**src/design/sdtf_pkg.sv**
```systemverilog
// shared types, constants and helpers of the stereo dual-tap flanger
package sdtf_pkg;

  localparam int unsigned CFG_IDX_W  = 4;
  localparam int unsigned CFG_DATA_W = 16;
  localparam int unsigned SMP_W      = 16;
  localparam int unsigned DLY_W      = 20;
  localparam int unsigned ACC_W      = 40;

  localparam logic [CFG_IDX_W-1:0] CFG_PAN   = 4'd0;
  localparam logic [CFG_IDX_W-1:0] CFG_CROSS = 4'd1;
  localparam logic [CFG_IDX_W-1:0] CFG_FB    = 4'd2;
  localparam logic [CFG_IDX_W-1:0] CFG_DAMP  = 4'd3;
  localparam logic [CFG_IDX_W-1:0] CFG_DRY   = 4'd4;
  localparam logic [CFG_IDX_W-1:0] CFG_SUB   = 4'd5;
  localparam logic [CFG_IDX_W-1:0] CFG_ZEN   = 4'd6;
  localparam logic [CFG_IDX_W-1:0] CFG_ZLEN  = 4'd7;

  typedef enum logic [4:0] {
    SP_NONE,
    SP_RD_LINE,
    SP_CROSS0,
    SP_CROSS1,
    SP_VIN,
    SP_VFB,
    SP_LP_PREV,
    SP_LP_IN,
    SP_WRITE,
    SP_TA_RD0,
    SP_TA_RD1,
    SP_TA_BASE,
    SP_TA_FRAC,
    SP_TB_BASE,
    SP_TB_FRAC,
    SP_DRY,
    SP_WET,
    SP_ZERO,
    SP_FIN
  } step_e;

  typedef struct packed {
    step_e step;
    logic  capture;
    logic  clearing;
  } dp_cmd_t;

  typedef struct packed {
    logic clear_last;
  } dp_sts_t;

  function automatic logic signed [SMP_W-1:0] sat16(input logic signed [ACC_W-1:0] v);
    logic signed [SMP_W-1:0] r;
    if (v > 40'sd32767) begin
      r = 16'sh7fff;
    end else if (v < -40'sd32768) begin
      r = 16'sh8000;
    end else begin
      r = v[SMP_W-1:0];
    end
    return r;
  endfunction

endpackage

```
**src/design/sdtf_ctrl.sv**
```systemverilog
// sequencer: memory clear, step sequence and output handshake
module sdtf_ctrl (
  input  logic              clk_i,
  input  logic              rst_ni,
  input  logic              in_valid_i,
  output logic              in_ready_o,
  output logic              out_valid_o,
  input  logic              out_ready_i,
  input  sdtf_pkg::dp_sts_t sts_i,
  output sdtf_pkg::dp_cmd_t cmd_o
);
  import sdtf_pkg::*;

  typedef enum logic [1:0] {
    S_CLEAR,
    S_IDLE,
    S_RUN,
    S_DONE
  } state_e;

  state_e state_q;
  step_e  step_q;
  logic   out_valid_q;
  logic   fire;

  assign fire        = !out_valid_q || out_ready_i;
  assign in_ready_o  = (state_q == S_IDLE);
  assign out_valid_o = out_valid_q;

  always_comb begin
    cmd_o.capture  = in_ready_o && in_valid_i;
    cmd_o.clearing = (state_q == S_CLEAR);
    if (state_q == S_RUN) begin
      cmd_o.step = step_q;
    end else if (state_q == S_DONE && fire) begin
      cmd_o.step = SP_FIN;
    end else begin
      cmd_o.step = SP_NONE;
    end
  end

  always_ff @(posedge clk_i or negedge rst_ni) begin
    if (!rst_ni) begin
      state_q     <= S_CLEAR;
      step_q      <= SP_RD_LINE;
      out_valid_q <= 1'b0;
    end else begin
      if (out_valid_q && out_ready_i) begin
        out_valid_q <= 1'b0;
      end
      case (state_q)
        S_CLEAR: begin
          if (sts_i.clear_last) begin
            state_q <= S_IDLE;
          end
        end
        S_IDLE: begin
          if (in_valid_i) begin
            state_q <= S_RUN;
            step_q  <= SP_RD_LINE;
          end
        end
        S_RUN: begin
          if (step_q == SP_ZERO) begin
            state_q <= S_DONE;
          end else begin
            step_q <= step_e'(step_q + 5'd1);
          end
        end
        S_DONE: begin
          if (fire) begin
            state_q     <= S_IDLE;
            out_valid_q <= 1'b1;
          end
        end
        default: state_q <= S_IDLE;
      endcase
    end
  end

endmodule

```
**config.mk**
```make
export PLATFORM = sky130hd
export DESIGN_NAME = sdtf_ctrl
export DESIGN_NICKNAME = d
export VERILOG_FILES = /design/src/design/sdtf_pkg.sv /design/src/design/sdtf_ctrl.sv
export SDC_FILE = /design/constraint.sdc
export NUM_CORES = 1
export LEC_CHECK = 0
export BUFFER_PORTS_ARGS = -buffer_cell sky130_fd_sc_hd__buf_2
export CORE_AREA = 10 10 47 49
export CTS_CLUSTER_SIZE = 28
export DETAILED_ROUTE_END_ITERATION = 10
export DIE_AREA = 0 0 57 59
export PLACE_DENSITY = 0.74
export SLEW_MARGIN = 15
export SYNTH_ARGS = -nofsm -noshare
export SYNTH_HDL_FRONTEND = slang
export SYNTH_SLANG_ARGS = --single-unit
```
**constraint.sdc**
```tcl
create_clock -name clk_i -period 3.4 [get_ports clk_i]
set_clock_uncertainty 0.05 [all_clocks]
set_input_delay 0.34 -clock clk_i [delete_from_list [all_inputs] [get_ports clk_i]]
set_output_delay 0.34 -clock clk_i [all_outputs]
set_load 0.05 [all_outputs]
```
==> results.py <==
metrics = {
    "outcome": {
        "status": "finished clean",
    },
    "setup_path": {
        "rrSetupSlack_ns": 1.47,
        "crit_top_cell": "inv_1",
        "cp-end-kind": "output port",
        "worstPathMaxFanout": 11,
        "cp-start-kind": "register",
        "rr_startpoint": "step_q[0]",
        "crit_slowest_cell": "dfrtp_1",
        "cp_cell_sequence": "inv_1 > ha_1 > inv_1 > nand3_1 > nand2_1 > buf_2",
        "worstPathArrival_ns": 1.73,
        "cp_num_cells": 6,
        "r2r_cells": 4,
        "cp_num_buf_inv": 3,
        "reg2reg_to": "state_q[1]",
        "critPathRequiredTime_ns": 3.01,
        "critical_path.top_delay_family": "buffers and inverters",
        "critPathMaxStageDelay_ns": 0.40,
        "worstSetupPathType": "reg -> out",
    },
    "placement": {
        "place_inst": 90,
        "io_buffers": 13,
        "hpwlAfterDp_um": 1110,
        "gp_congestion": 0.796,
        "place_area_um2": 697,
    },
    "worst_hold_path": {
        "min_from": "out_ready_i",
        "hold_class": "in -> reg",
        "hold_end": "out_valid_o",
        "hold_depth": 3,
    },
    "timing": {
        "worst_pin_slew_ns": 0.394,
        "slew_violations": 0,
        "clock.fmax_ghz": 0.471,
        "fin_crit_ns": 2.12,
        "relSlewSlack_pct": 73.8,
        "finalHoldViolations": 0,
        "final-setup-viol-count": 0,
        "timing.final.crit_share_pct": 62.5,
        "fin_tns_setup_ns": 0,
        "rsz0062_at_grt": "false",
    },
    "routing": {
        "highest_layer": "met4",
        "ant_nets": 0,
        "wl_met2_um": 625,
        "drt-wirelength-per-cell_um": 13.9,
        "routed_wl_um": 1320,
        "initialDrtViolationCount": 13,
        "drcViolationCount": 0,
        "vias": 518,
        "viasPerCell": 5.45,
        "first_pass_iters": 4,
        "wl_met1_um": 632,
        "wl_met3_um": 44,
    },
    "cells_and_area": {
        "area.growth.synth_to_final_pct": 19.1,
        "fin_area_um2": 733,
        "diodes": 0,
        "layout-drive-gt1-share_pct": 25.3,
        "fin_cells": 95,
        "final_cell_mix": "13 x buf_2, 7 x dfrtp_1, 6 x nand2_1, 6 x ha_1, 5 x inv_1",
        "nNetsFinal": 91,
        "layout_commonest_cell": "buf_2",
    },
    "clock_network": {
        "clk_path_buf_depth": 2,
        "clock_latency_ns": 0.25,
        "cts_tree": "done",
        "cts_buffers": 3,
        "clock_sinks": 8,
        "clockRootBuffer": "clkbuf_4",
        "clk_pin_slew_worst_paths_ns": 0.06,
        "htree_num_levels": 1,
        "cts_resized": 0,
    },
    "synth": {
        "seq_area_frac_synth_pct": 32.7,
        "synth_cells": 62,
        "netlist_area_um2": 616,
        "syn_nets": 73,
        "ys_seq_elements": 8,
        "ys.flop_type": "dfrtp_1",
        "synth_edf_count": 0,
        "post_synth_num_cell_types": 30,
        "syn_avg_cell_area_um2": 9.93,
        "synthArstFlopShare_pct": 100,
        "synth_warnings": 0,
    },
    "power": {
        "p_seq_share_pct": 24.2,
        "power_frac_comb_pct": 65.5,
        "internal_power_mw": 0.351,
        "ir_drop_mv": 0.606,
        "power_frac_clock_pct": 10.3,
        "powerDensity_nw_per_um2": 1000,
        "p_switching_mw": 0.385,
        "power.leakage_nw": 0.358,
        "power.total_mw": 0.736,
        "swShare_pct": 52.3,
    },
    "global_route": {
        "grt_pass1_vias": 519,
        "grt_max_degree": 12,
        "gr-total-overflow": 0,
        "antenna_found_initial": 0,
        "grt_pass1_wl_um": 2310,
        "grt_util_all_layers_pct": 8.64,
    },
    "die": {
        "num_rows": 14,
        "die_y_um": 59,
        "fp.coreArea_um2": 1400,
        "io_pins": 14,
        "die_x_um": 57,
        "initial_utilization_pct": 43.9,
        "die_area_um2": 3360,
    },
    "run": {
        "maxCapViolCount": 0,
    },
}
cells in the mapped netlist, types with 2 or more instances:
master	instances	area (um2)
ha_1	6	75.1
dfrtp_1	7	175
inv_1	5	18.8
nand2b_1	4	25.0
nor2b_1	3	18.8
mux2i_1	2	20.0
nand3_1	4	20.0
nand2_1	6	22.5
nor3_1	2	10.0
and2_1	3	18.8
per-layer routing:
layer | up-vias | global-route usage, %
li1 | 260 | -
met1 | 243 | 9.51
met2 | 13 | 14.3
met3 | 2 | 2.79
met4 | 0 | 5.03
met5 | - | 0
cell type report:
type | count | area (um2)
fillers | 133 | 668
multi-input cells | 48 | 392
flip-flops and latches | 8 | 201
repair buffers | 14 | 75.1
clock buffers | 4 | 26.3
well taps | 16 | 20.0
inverters | 5 | 18.8
worst max-delay path by stage:
stage / endpoint / from
final: cmd_o[6] / state_q[0]
after global routing: cmd_o[6] / state_q[0]
after CTS: cmd_o[6] / state_q[0]
after detailed placement: state_q[1] / step_q[0]
after global placement: state_q[1] / step_q[0]
after floorplan: state_q[1] / state_q[1]
sequential cells by signal, indices dropped and copies added (netlist names):
name / count
state_q: 2
step_q: 5
out_valid_o: 1
worst min-delay path: cells and delay by family:
family	cells	cell delay, ns
and+or+nand+nor	2	0.17
buffers and inverters	1	0.08
per-stage QoR:
step	utilization [%]	worst slack, ns	hold slack, ns
4_1_cts	52.3	1.26	0.334
5_1_grt	52.3	1.12	0.343
6_report	52.3	1.28	0.333
3_3_place_gp	49.7	1.48	0.141
3_5_place_dp	49.7	1.47	0.144
2_1_floorplan	-	1.49	-0.00559
cells by family after synthesis:
family | Yosys count | synth area share, %
simple gates | 28 | 29.1
mux | 3 | 5.69
flops | 8 | 32.7
buf+inv | 6 | 3.66
compound gates | 11 | 16.7
fa+ha+maj | 6 | 12.2
power groups by stage:
stage / combinational, mW / clock [mW] / sequential, mW
final: 0.483 / 0.0759 / 0.178
after global placement: 0.482 / 0 / 0.178
after floorplan: 0.376 / 0 / 0.191
after CTS: 0.489 / 0.0799 / 0.177
after detailed placement: 0.487 / 0 / 0.179
after global routing: 0.519 / 0.0867 / 0.185
what timing repair did:
action / in CTS / in global routing
buffers inserted: 0 / 0
endpoints found under the hold margin: 7 / 0
hold buffers: 1 / 0
Power figures use the tool's default switching activity.
